## config.mk

```make
export PLATFORM = sky130hd
export DESIGN_NAME = strip_position_to_index
export DESIGN_NICKNAME = d
export VERILOG_FILES = /design/src/sptoi_pkg.sv /design/src/sptoi_cfg.sv /design/src/sptoi_front.sv /design/src/sptoi_fifo.sv /design/src/sptoi_back.sv /design/src/strip_position_to_index.sv
export SDC_FILE = /design/constraint.sdc
export NUM_CORES = 2
export LEC_CHECK = 0
export BUFFER_PORTS_ARGS = -buffer_cell sky130_fd_sc_hd__buf_2
export CAP_MARGIN = 0
export CORE_MARGIN = 10
export CORE_UTILIZATION = 59
export CTS_CLUSTER_DIAMETER = 100
export CTS_CLUSTER_SIZE = 12
export DETAILED_ROUTE_END_ITERATION = 10
export PLACE_DENSITY = 0.9
export SLEW_MARGIN = 20
export SYNTH_ARGS = -nofsm -noshare
export SYNTH_HDL_FRONTEND = slang
export SYNTH_SLANG_ARGS = --single-unit
```

## constraint.sdc

```tcl
create_clock -name clk -period 55.4 [get_ports clk]
set_input_delay 0 -clock clk [delete_from_list [all_inputs] [get_ports clk]]
set_output_delay 0 -clock clk [all_outputs]
set_load 0.01 [all_outputs]
```

## src/sptoi_pkg.sv

```systemverilog
// Shared types, constants and the configuration derivation for the strip mapper.
`timescale 1ns / 1ps
package sptoi_pkg;

  localparam int MaxDiesDefault = 16;
  localparam int FifoDepth      = 4;
  localparam int Q2Bits         = 17;

  localparam logic [15:0] NoStrip = 16'hFFFF;

  localparam logic [2:0] RegDieCount    = 3'd0;
  localparam logic [2:0] RegStripsOnDie = 3'd1;
  localparam logic [2:0] RegDieSide     = 3'd2;
  localparam logic [2:0] RegGuardWidth  = 3'd3;
  localparam logic [2:0] RegDieGap      = 3'd4;

  typedef struct packed {
    logic [4:0]  die_count;
    logic [11:0] strips_on_die;
    logic [17:0] die_side;
    logic [15:0] guard_width;
    logic [15:0] die_gap;
  } cfg_t;

  localparam cfg_t CfgReset = '{
    die_count:     5'd4,
    strips_on_die: 12'd384,
    die_side:      18'd91648,
    guard_width:   16'd1024,
    die_gap:       16'd205
  };

  // Geometry quantities that only change on a configuration write.
  typedef struct packed {
    logic [4:0]         n;
    logic [11:0]        s;
    logic [15:0]        gap;
    logic [19:0]        pitch2;
    logic [18:0]        dg;
    logic [16:0]        g2;
    logic [18:0]        active;
    logic [19:0]        dv;
    logic [23:0]        panel;
    logic signed [25:0] limit;
    logic               bad;
  } drv_t;

  typedef struct packed {
    logic        rej;
    logic [24:0] y2;
  } item_t;

  function automatic drv_t sptoi_derive(input cfg_t c, input logic [4:0] n);
    drv_t               r;
    logic [22:0]        nd;
    logic [20:0]        ng;
    logic signed [19:0] act;
    r.n      = n;
    r.s      = c.strips_on_die;
    r.gap    = c.die_gap;
    r.dg     = {1'b0, c.die_side} + {3'b0, c.die_gap};
    r.pitch2 = {r.dg, 1'b0};
    r.g2     = {c.guard_width, 1'b0};
    nd       = n * c.die_side;
    ng       = (n == 5'd0) ? 21'd0 : (n - 5'd1) * c.die_gap;
    r.panel  = {1'b0, nd} + {3'b0, ng};
    r.limit  = $signed({2'b0, r.panel}) - $signed({9'b0, r.g2});
    act      = $signed({2'b0, c.die_side}) - $signed({3'b0, r.g2});
    r.active = act[18:0];
    r.dv     = {act[18:0], 1'b0};
    r.bad    = (n == 5'd0) || (r.pitch2 == 20'd0) || (act <= 20'sd0);
    return r;
  endfunction

endpackage

```

## src/sptoi_cfg.sv

```systemverilog
// Configuration registers and the registered geometry derived from them.
`timescale 1ns / 1ps
module sptoi_cfg #(
  parameter int MAX_DIES = sptoi_pkg::MaxDiesDefault
) (
  input  logic              clk,
  input  logic              rst_n,
  input  logic              cfg_valid,
  output logic              cfg_ready,
  input  logic [2:0]        cfg_index,
  input  logic [17:0]       cfg_data,
  output sptoi_pkg::drv_t   drv
);
  import sptoi_pkg::*;

  localparam logic [6:0] MaxN = 7'(MAX_DIES);

  cfg_t        cfg_r, cfg_nxt;
  drv_t        drv_r;
  logic [4:0]  n_cl;

  assign cfg_ready = 1'b1;

  always_comb begin
    cfg_nxt = cfg_r;
    if (cfg_valid) begin
      case (cfg_index)
        RegDieCount:    cfg_nxt.die_count     = cfg_data[4:0];
        RegStripsOnDie: cfg_nxt.strips_on_die = cfg_data[11:0];
        RegDieSide:     cfg_nxt.die_side      = cfg_data;
        RegGuardWidth:  cfg_nxt.guard_width   = cfg_data[15:0];
        RegDieGap:      cfg_nxt.die_gap       = cfg_data[15:0];
        default:        cfg_nxt = cfg_r;
      endcase
    end
  end

  // The derived geometry is loaded from the next register values, so it is
  // current at the same edge as the register write.
  assign n_cl = ({2'b0, cfg_nxt.die_count} > MaxN) ? MaxN[4:0] : cfg_nxt.die_count;

  always_ff @(posedge clk) begin
    if (!rst_n) begin
      cfg_r <= CfgReset;
      drv_r <= sptoi_derive(CfgReset, CfgReset.die_count);
    end else begin
      cfg_r <= cfg_nxt;
      drv_r <= sptoi_derive(cfg_nxt, n_cl);
    end
  end

  assign drv = drv_r;

endmodule

```

## src/sptoi_front.sv

```systemverilog
// Front end: accepts a position and classifies it against the panel outline.
`timescale 1ns / 1ps
module sptoi_front (
  input  logic                clk,
  input  logic                rst_n,
  input  logic                in_valid,
  output logic                in_ready,
  input  logic signed [21:0]  in_position,
  input  sptoi_pkg::drv_t     drv,
  input  logic                q_full,
  output logic                push,
  output sptoi_pkg::item_t    item
);
  import sptoi_pkg::*;

  logic [21:0]        ax;
  logic signed [25:0] twoax;
  logic signed [25:0] y2;
  logic               outer;

  assign in_ready = !q_full;
  assign push     = in_valid && !q_full;

  assign ax    = in_position[21] ? 22'(-in_position) : in_position;
  assign twoax = $signed({3'b0, ax, 1'b0});
  assign outer = twoax > drv.limit;
  assign y2    = $signed({{3{in_position[21]}}, in_position, 1'b0})
               + $signed({2'b0, drv.panel});

  always_comb begin
    item.rej = drv.bad || outer || y2[25];
    item.y2  = y2[24:0];
  end

endmodule

```

## src/sptoi_fifo.sv

```systemverilog
// Short queue between the classifying front end and the arithmetic back end.
`timescale 1ns / 1ps
module sptoi_fifo (
  input  logic              clk,
  input  logic              rst_n,
  input  logic              push,
  input  sptoi_pkg::item_t  wr_item,
  input  logic              pop,
  output logic              empty,
  output logic              full,
  output sptoi_pkg::item_t  rd_item
);
  import sptoi_pkg::*;

  localparam int PW = $clog2(FifoDepth);

  item_t          mem_r [FifoDepth];
  logic [PW-1:0]  wp_r, rp_r;
  logic [PW:0]    cnt_r;

  assign empty   = (cnt_r == '0);
  assign full    = (cnt_r == (PW+1)'(FifoDepth));
  assign rd_item = mem_r[rp_r];

  always_ff @(posedge clk) begin
    if (push) begin
      mem_r[wp_r] <= wr_item;
    end
  end

  always_ff @(posedge clk) begin
    if (!rst_n) begin
      wp_r  <= '0;
      rp_r  <= '0;
      cnt_r <= '0;
    end else begin
      if (push) begin
        wp_r <= wp_r + 1'b1;
      end
      if (pop) begin
        rp_r <= rp_r + 1'b1;
      end
      if (push && !pop) begin
        cnt_r <= cnt_r + 1'b1;
      end else if (pop && !push) begin
        cnt_r <= cnt_r - 1'b1;
      end
    end
  end

endmodule

```

## src/sptoi_back.sv

```systemverilog
// Back end: die division, gap checks, strip division and the output register.
`timescale 1ns / 1ps
module sptoi_back #(
  parameter int MAX_DIES = sptoi_pkg::MaxDiesDefault
) (
  input  logic              clk,
  input  logic              rst_n,
  input  sptoi_pkg::drv_t   drv,
  input  logic              q_empty,
  input  sptoi_pkg::item_t  q_item,
  output logic              pop,
  output logic              out_valid,
  input  logic              out_ready,
  output logic [15:0]       out_strip_index,
  output logic              out_strip_valid
);
  import sptoi_pkg::*;

  localparam int QB = $clog2(MAX_DIES) + 1;
  localparam int W1 = 26 + QB;
  localparam int DW = QB + 12;
  localparam int W2 = 20 + Q2Bits;

  typedef struct packed {
    logic          v;
    logic          rej;
    logic [24:0]   rem;
    logic [QB-1:0] q;
  } d1_t;

  typedef struct packed {
    logic          v;
    logic          rej;
    logic [19:0]   x2m;
    logic [19:0]   w2;
    logic [QB-1:0] q;
  } p1_t;

  typedef struct packed {
    logic          v;
    logic          rej;
    logic [31:0]   prod;
    logic [DW-1:0] dies;
  } p2_t;

  typedef struct packed {
    logic              v;
    logic              rej;
    logic [31:0]       rem;
    logic [Q2Bits-1:0] q;
    logic [DW-1:0]     dies;
  } d2_t;

  logic en;
  d1_t  d1_r [QB+1];
  d1_t  d1_nxt [QB+1];
  p1_t  p1_r, p1_nxt;
  p2_t  p2_r, p2_nxt;
  d2_t  d2_r [Q2Bits+1];
  d2_t  d2_nxt [Q2Bits+1];

  logic        out_valid_r;
  logic [15:0] idx_r;
  logic        sv_r;

  assign en  = !out_valid_r || out_ready;
  assign pop = en && !q_empty;

  // Die division entry: a quotient beyond QB bits is past every die.
  always_comb begin
    logic [W1-1:0] lim;
    lim = W1'(drv.pitch2) << QB;
    d1_nxt[0].v   = pop;
    d1_nxt[0].rej = q_item.rej || (W1'(q_item.y2) >= lim);
    d1_nxt[0].rem = q_item.y2;
    d1_nxt[0].q   = '0;
  end

  for (genvar k = 0; k < QB; k++) begin : g_d1
    always_comb begin
      logic [W1-1:0] t;
      logic          ge;
      t  = W1'(drv.pitch2) << (QB - 1 - k);
      ge = W1'(d1_r[k].rem) >= t;
      d1_nxt[k+1]     = d1_r[k];
      if (ge) begin
        d1_nxt[k+1].rem = d1_r[k].rem - t[24:0];
        d1_nxt[k+1].q[QB-1-k] = 1'b1;
      end
    end
  end

  // Remainder gives both the gap position and the offset into the active area.
  always_comb begin
    logic [25:0]        sum;
    logic [25:0]        x2m;
    logic signed [26:0] w2;
    sum = 26'(d1_r[QB].rem) + 26'(drv.gap);
    x2m = (sum >= 26'(drv.pitch2)) ? sum - 26'(drv.pitch2) : sum;
    w2  = $signed({2'b0, d1_r[QB].rem}) - $signed({10'b0, drv.g2});
    p1_nxt.v   = d1_r[QB].v;
    p1_nxt.rej = d1_r[QB].rej || w2[26] || (7'(d1_r[QB].q) >= 7'(drv.n));
    p1_nxt.x2m = x2m[19:0];
    p1_nxt.w2  = w2[19:0];
    p1_nxt.q   = d1_r[QB].q;
  end

  always_comb begin
    logic signed [20:0] e2;
    logic [19:0]        ae;
    e2 = $signed({1'b0, p1_r.x2m}) - $signed({2'b0, drv.dg});
    ae = e2[20] ? 20'(-e2) : e2[19:0];
    p2_nxt.v    = p1_r.v;
    p2_nxt.rej  = p1_r.rej || (20'(drv.active) <= ae);
    p2_nxt.prod = p1_r.w2 * drv.s;
    p2_nxt.dies = p1_r.q * drv.s;
  end

  always_comb begin
    logic [W2-1:0] lim;
    lim = W2'(drv.dv) << Q2Bits;
    d2_nxt[0].v    = p2_r.v;
    d2_nxt[0].rej  = p2_r.rej || (W2'(p2_r.prod) >= lim);
    d2_nxt[0].rem  = p2_r.prod;
    d2_nxt[0].q    = '0;
    d2_nxt[0].dies = p2_r.dies;
  end

  for (genvar k = 0; k < Q2Bits; k++) begin : g_d2
    always_comb begin
      logic [W2-1:0] t;
      logic          ge;
      t  = W2'(drv.dv) << (Q2Bits - 1 - k);
      ge = W2'(d2_r[k].rem) >= t;
      d2_nxt[k+1] = d2_r[k];
      if (ge) begin
        d2_nxt[k+1].rem = d2_r[k].rem - t[31:0];
        d2_nxt[k+1].q[Q2Bits-1-k] = 1'b1;
      end
    end
  end

  always_ff @(posedge clk) begin
    if (!rst_n) begin
      for (int i = 0; i <= QB; i++) begin
        d1_r[i].v <= 1'b0;
      end
      for (int i = 0; i <= Q2Bits; i++) begin
        d2_r[i].v <= 1'b0;
      end
      p1_r.v      <= 1'b0;
      p2_r.v      <= 1'b0;
      out_valid_r <= 1'b0;
    end else if (en) begin
      for (int i = 0; i <= QB; i++) begin
        d1_r[i] <= d1_nxt[i];
      end
      for (int i = 0; i <= Q2Bits; i++) begin
        d2_r[i] <= d2_nxt[i];
      end
      p1_r        <= p1_nxt;
      p2_r        <= p2_nxt;
      out_valid_r <= d2_r[Q2Bits].v;
    end
  end

  always_ff @(posedge clk) begin
    logic [19:0] strip;
    strip = 20'(d2_r[Q2Bits].q) + 20'(d2_r[Q2Bits].dies);
    if (en) begin
      if (d2_r[Q2Bits].rej || (strip >= 20'(NoStrip))) begin
        idx_r <= NoStrip;
        sv_r  <= 1'b0;
      end else begin
        idx_r <= strip[15:0];
        sv_r  <= 1'b1;
      end
    end
  end

  assign out_valid       = out_valid_r;
  assign out_strip_index = idx_r;
  assign out_strip_valid = sv_r;

endmodule

```

## src/strip_position_to_index.sv

```systemverilog
// Top level of the position-to-strip mapper.
// Maps a signed position across a row of equal dies (units of 1/1024 mm) to a
// global strip number, or 65535 with strip_valid low when the position falls
// outside the panel, in a gap or on a guard ring. One transaction is taken per
// clock while the queue is not full. The strip comes from two restoring
// dividers (die number and strip within the die) that resolve one quotient
// bit per pipeline stage. A four-entry queue sits between the classifying
// front end and the divider pipeline. A configuration write reaches the
// derived geometry registers at its own edge, so the transaction accepted on
// the next clock already sees it.
`timescale 1ns / 1ps
module strip_position_to_index #(
  parameter int MAX_DIES = sptoi_pkg::MaxDiesDefault
) (
  input  logic               clk,
  input  logic               rst_n,
  input  logic               in_valid,
  output logic               in_ready,
  input  logic signed [21:0] in_position,
  output logic               out_valid,
  input  logic               out_ready,
  output logic [15:0]        out_strip_index,
  output logic               out_strip_valid,
  input  logic               cfg_valid,
  output logic               cfg_ready,
  input  logic [2:0]         cfg_index,
  input  logic [17:0]        cfg_data
);
  import sptoi_pkg::*;

  drv_t  drv;
  item_t f_item, q_item;
  logic  push, pop, q_empty, q_full;

  sptoi_cfg #(.MAX_DIES(MAX_DIES)) u_cfg (
    .clk(clk), .rst_n(rst_n), .cfg_valid(cfg_valid), .cfg_ready(cfg_ready),
    .cfg_index(cfg_index), .cfg_data(cfg_data), .drv(drv)
  );

  sptoi_front u_front (
    .clk(clk), .rst_n(rst_n), .in_valid(in_valid), .in_ready(in_ready),
    .in_position(in_position), .drv(drv), .q_full(q_full), .push(push),
    .item(f_item)
  );

  sptoi_fifo u_fifo (
    .clk(clk), .rst_n(rst_n), .push(push), .wr_item(f_item), .pop(pop),
    .empty(q_empty), .full(q_full), .rd_item(q_item)
  );

  sptoi_back #(.MAX_DIES(MAX_DIES)) u_back (
    .clk(clk), .rst_n(rst_n), .drv(drv), .q_empty(q_empty), .q_item(q_item),
    .pop(pop), .out_valid(out_valid), .out_ready(out_ready),
    .out_strip_index(out_strip_index), .out_strip_valid(out_strip_valid)
  );

endmodule

```

==> results.cfg <==
[outcome]
status = finished, final reports clean

[sta]
tightest_slew_ps = 1060
timing.hold.ws_ps = 59.6
setup_viol = 0
setup_tns_ps = 0
skew_ps = 83.9
rsz0062_at_grt = no
maxSlewHeadroom_pct = 29.0
fin_crit_sh_pct = 24.8
fmax_ghz = 0.0727
final-max-slew-violation-count = 0
finalHoldViolCount = 0
fin_crit_ps = 13760

[synth]
synth_seq_cells = 1603
synth_mux_area_share_pct = 3.03
async_reset_ff_share_pct = 0
synth-edff-count = 1411
synthCells = 8928
ys_types = 99
synthSimpleGateAreaFrac_pct = 12.1
synth_top_family_by_area = adder cells
syn-num-nets = 10200
synth_area_um2 = 100000
ys_seq_area_share_pct = 46.1
yosysWarningCount = 0
synthFlopType = edfxtp_1
synth-compound-area-share_pct = 10.9
synth_xor_area_share_pct = 5.40
synthAdderAreaFrac_pct = 18.9
avgSynthCellArea_um2 = 11.2

[routing]
drc_errors = 0
wl_um = 258000
num_vias = 70900
firstDrtPassIters = 8
avgViaCountPerCell = 6.22
drtIter0Drc = 6198
ant_nets = 0
wire_per_inst_um = 22.6

[worst_setup_path]
arrival_ps = 14430
end_kind = register
crit_buf_inv = 11
max_stage_delay_ps = 730
worstPathMaxFanout = 21
crit_family = adder cells
start_kind = primary input
path_class = in -> reg
critPathSlowestCell = dlygate4sd3_1
cp.required_ps = 56070

[clocking]
cts_tree = done
cts_buffer_depth = 3
h-tree-depth = 4
clock-sinks = 1603
post-cts-setup-buffers = 0
clk_pin_slew_ps = 80
clockRootBuffer = clkbuf_16
clk_latency_ps = 850
cts_resized = 0
cts.hold.buffers_added = 67
numCtsBuffers = 153

[worst_hold_path]
hold_class = in -> reg

[global_routing]
first_global_vias = 72200
grt_usage_pct = 27.0
gr-total-overflow = 0
grt_pass1_wl_um = 397000
antenna_found_initial = 5
grt_max_degree = 205

[placement]
gp_congestion = 0.963
place_hpwl_um = 183000
io_buffers = 66
placed_area_um2 = 103000
dp_cells = 11100

[finish]
final_util_pct = 64.2
design_area_um2 = 109000
layout-drive-gt1-share_pct = 6.69
instances_no_fill = 11400
finalNetCount = 10400
area_growth_pct = 8.32

[floorplan]
die_area_um2 = 187000
core_um2 = 169000
io_pins = 68
die_h_um = 432
row_count = 151
die_w_um = 432
start_util_pct = 59.2

[power]
power.static_leakage_uw = 0.0441
peakVddDrop_v = 0.0000481
p_per_area_nw_per_um2 = 53.0

[job]
drv_cap = 0
-- registers in the layout, summed over array words and instances (netlist names), named ones only --
signal                  flops
u_back.d1_r               177
u_fifo.rp_r                 2
u_fifo.wp_r                 2
u_back.d2_r              1039
u_back.out_strip_valid      1
u_cfg.drv                  92
u_back.p1_r                47
u_fifo.cnt_r                3
u_back.out_valid            1
u_back.p2_r                 1
u_cfg.cfg_r                66
u_back.d2_nxt              50
u_fifo.mem_r              104
u_back.out_strip_index     16
-- tightest hold or removal path, cell delays in order --
cell,delay [ps]
buf_2,90
nor2b_1,60
nand2_1,80
or2_2,360
nand2_1,100
nand3_1,80
-- cells in the final DEF (no fill, tap or decap), types with 230 or more instances in the layout --
cell,instances
o21ai_0,360
inv_1,758
nor2_1,632
edfxtp_1,1411
fa_1,426
a21oi_1,549
xor2_1,230
xnor2_1,387
ha_1,835
nand2_1,804
-- synth_stat cells (17+ instances only) --
library cell | n | area [µm²]
edfxtp_1 | 1411 | 42400
ha_1 | 835 | 10400
nand2_1 | 806 | 3030
inv_1 | 758 | 2850
nor2_1 | 633 | 2380
a21oi_1 | 550 | 2750
fa_1 | 426 | 8530
xnor2_1 | 387 | 3390
o21ai_0 | 361 | 1810
xor2_1 | 231 | 2020
a21o_1 | 219 | 1640
dfxtp_1 | 192 | 3840
and2_1 | 164 | 1030
nor3_1 | 164 | 821
clkbuf_1 | 160 | 601
mux2_2 | 160 | 1800
nand2b_1 | 125 | 782
nor2b_1 | 116 | 726
nand3_1 | 115 | 576
o21a_1 | 99 | 743
nand4_1 | 92 | 576
or3_1 | 64 | 400
mux2i_1 | 62 | 621
a31oi_1 | 58 | 363
nor4_1 | 58 | 363
o31ai_1 | 55 | 413
o21bai_1 | 52 | 390
and3_1 | 49 | 307
a211oi_1 | 45 | 338
a21boi_0 | 45 | 338
or2_2 | 31 | 194
mux4_2 | 26 | 586
a211o_1 | 24 | 210
o211ai_1 | 21 | 158
and4_1 | 18 | 158
nor4b_1 | 18 | 158
o41ai_1 | 17 | 149
-- area by class of cell --
type                            count  area (µm²)
Inverter                          764        2870
Timing Repair Buffer              227        1760
Sequential cell                  1603       46200
Fill cell                       12000       60700
Clock inverter                     20         472
Tap cell                         2218        2780
Clock buffer                      190        3970
Antenna cell                        8        20.0
Multi-Input combinational cell   6373       50600
-- power breakdown --
part / switching [µW] / total (µW) / internal, µW / leakage (µW)
Clock: 465 / 979 / 514 / 0.00212
Combinational: 1630 / 2850 / 1220 / 0.0268
Sequential: 198 / 1930 / 1730 / 0.0152
-- through the flow --
stage,setup WS (ps),power (µW)
finish,41640,5760
global placement,41900,4540
CTS,41940,5710
global route,40850,6110
floorplan,20260,4040
detailed placement,41720,4680
-- layer usage --
layer | part of all wire, % | GRT usage [%]
met4 | 7.7 | 17.9
met5 | 0.0043 | 0
met3 | 7.5 | 5.23
met1 | 36 | 30.6
met2 | 49 | 46.3
-- cells by family after synthesis --
logic type	after synthesis
other	1
flip-flops	1603
buffers and inverters	952
adder cells (fa/ha/maj)	1261
AND/OR/NAND/NOR	2524
AO/OA/AOI/OAI	1719
XOR/XNOR	618
multiplexers	250
-- worst paths after layout --
kind / from / to / slack (ps) / depth (start not counted)
worst max-delay path: cfg_index[0] / u_cfg.drv[24] / 41640 / 49
worst min-delay path: cfg_index[2] / u_cfg.cfg_r[57] / 60 / 6
worst max register to register: u_cfg.cfg_r[66] / u_cfg.drv[24] / 42190 / 45
worst min register to register: u_back.d2_r[0][850] / u_back.d2_r[0][918] / 390 / 0
Note: power is estimated with default switching activity, not from simulation.
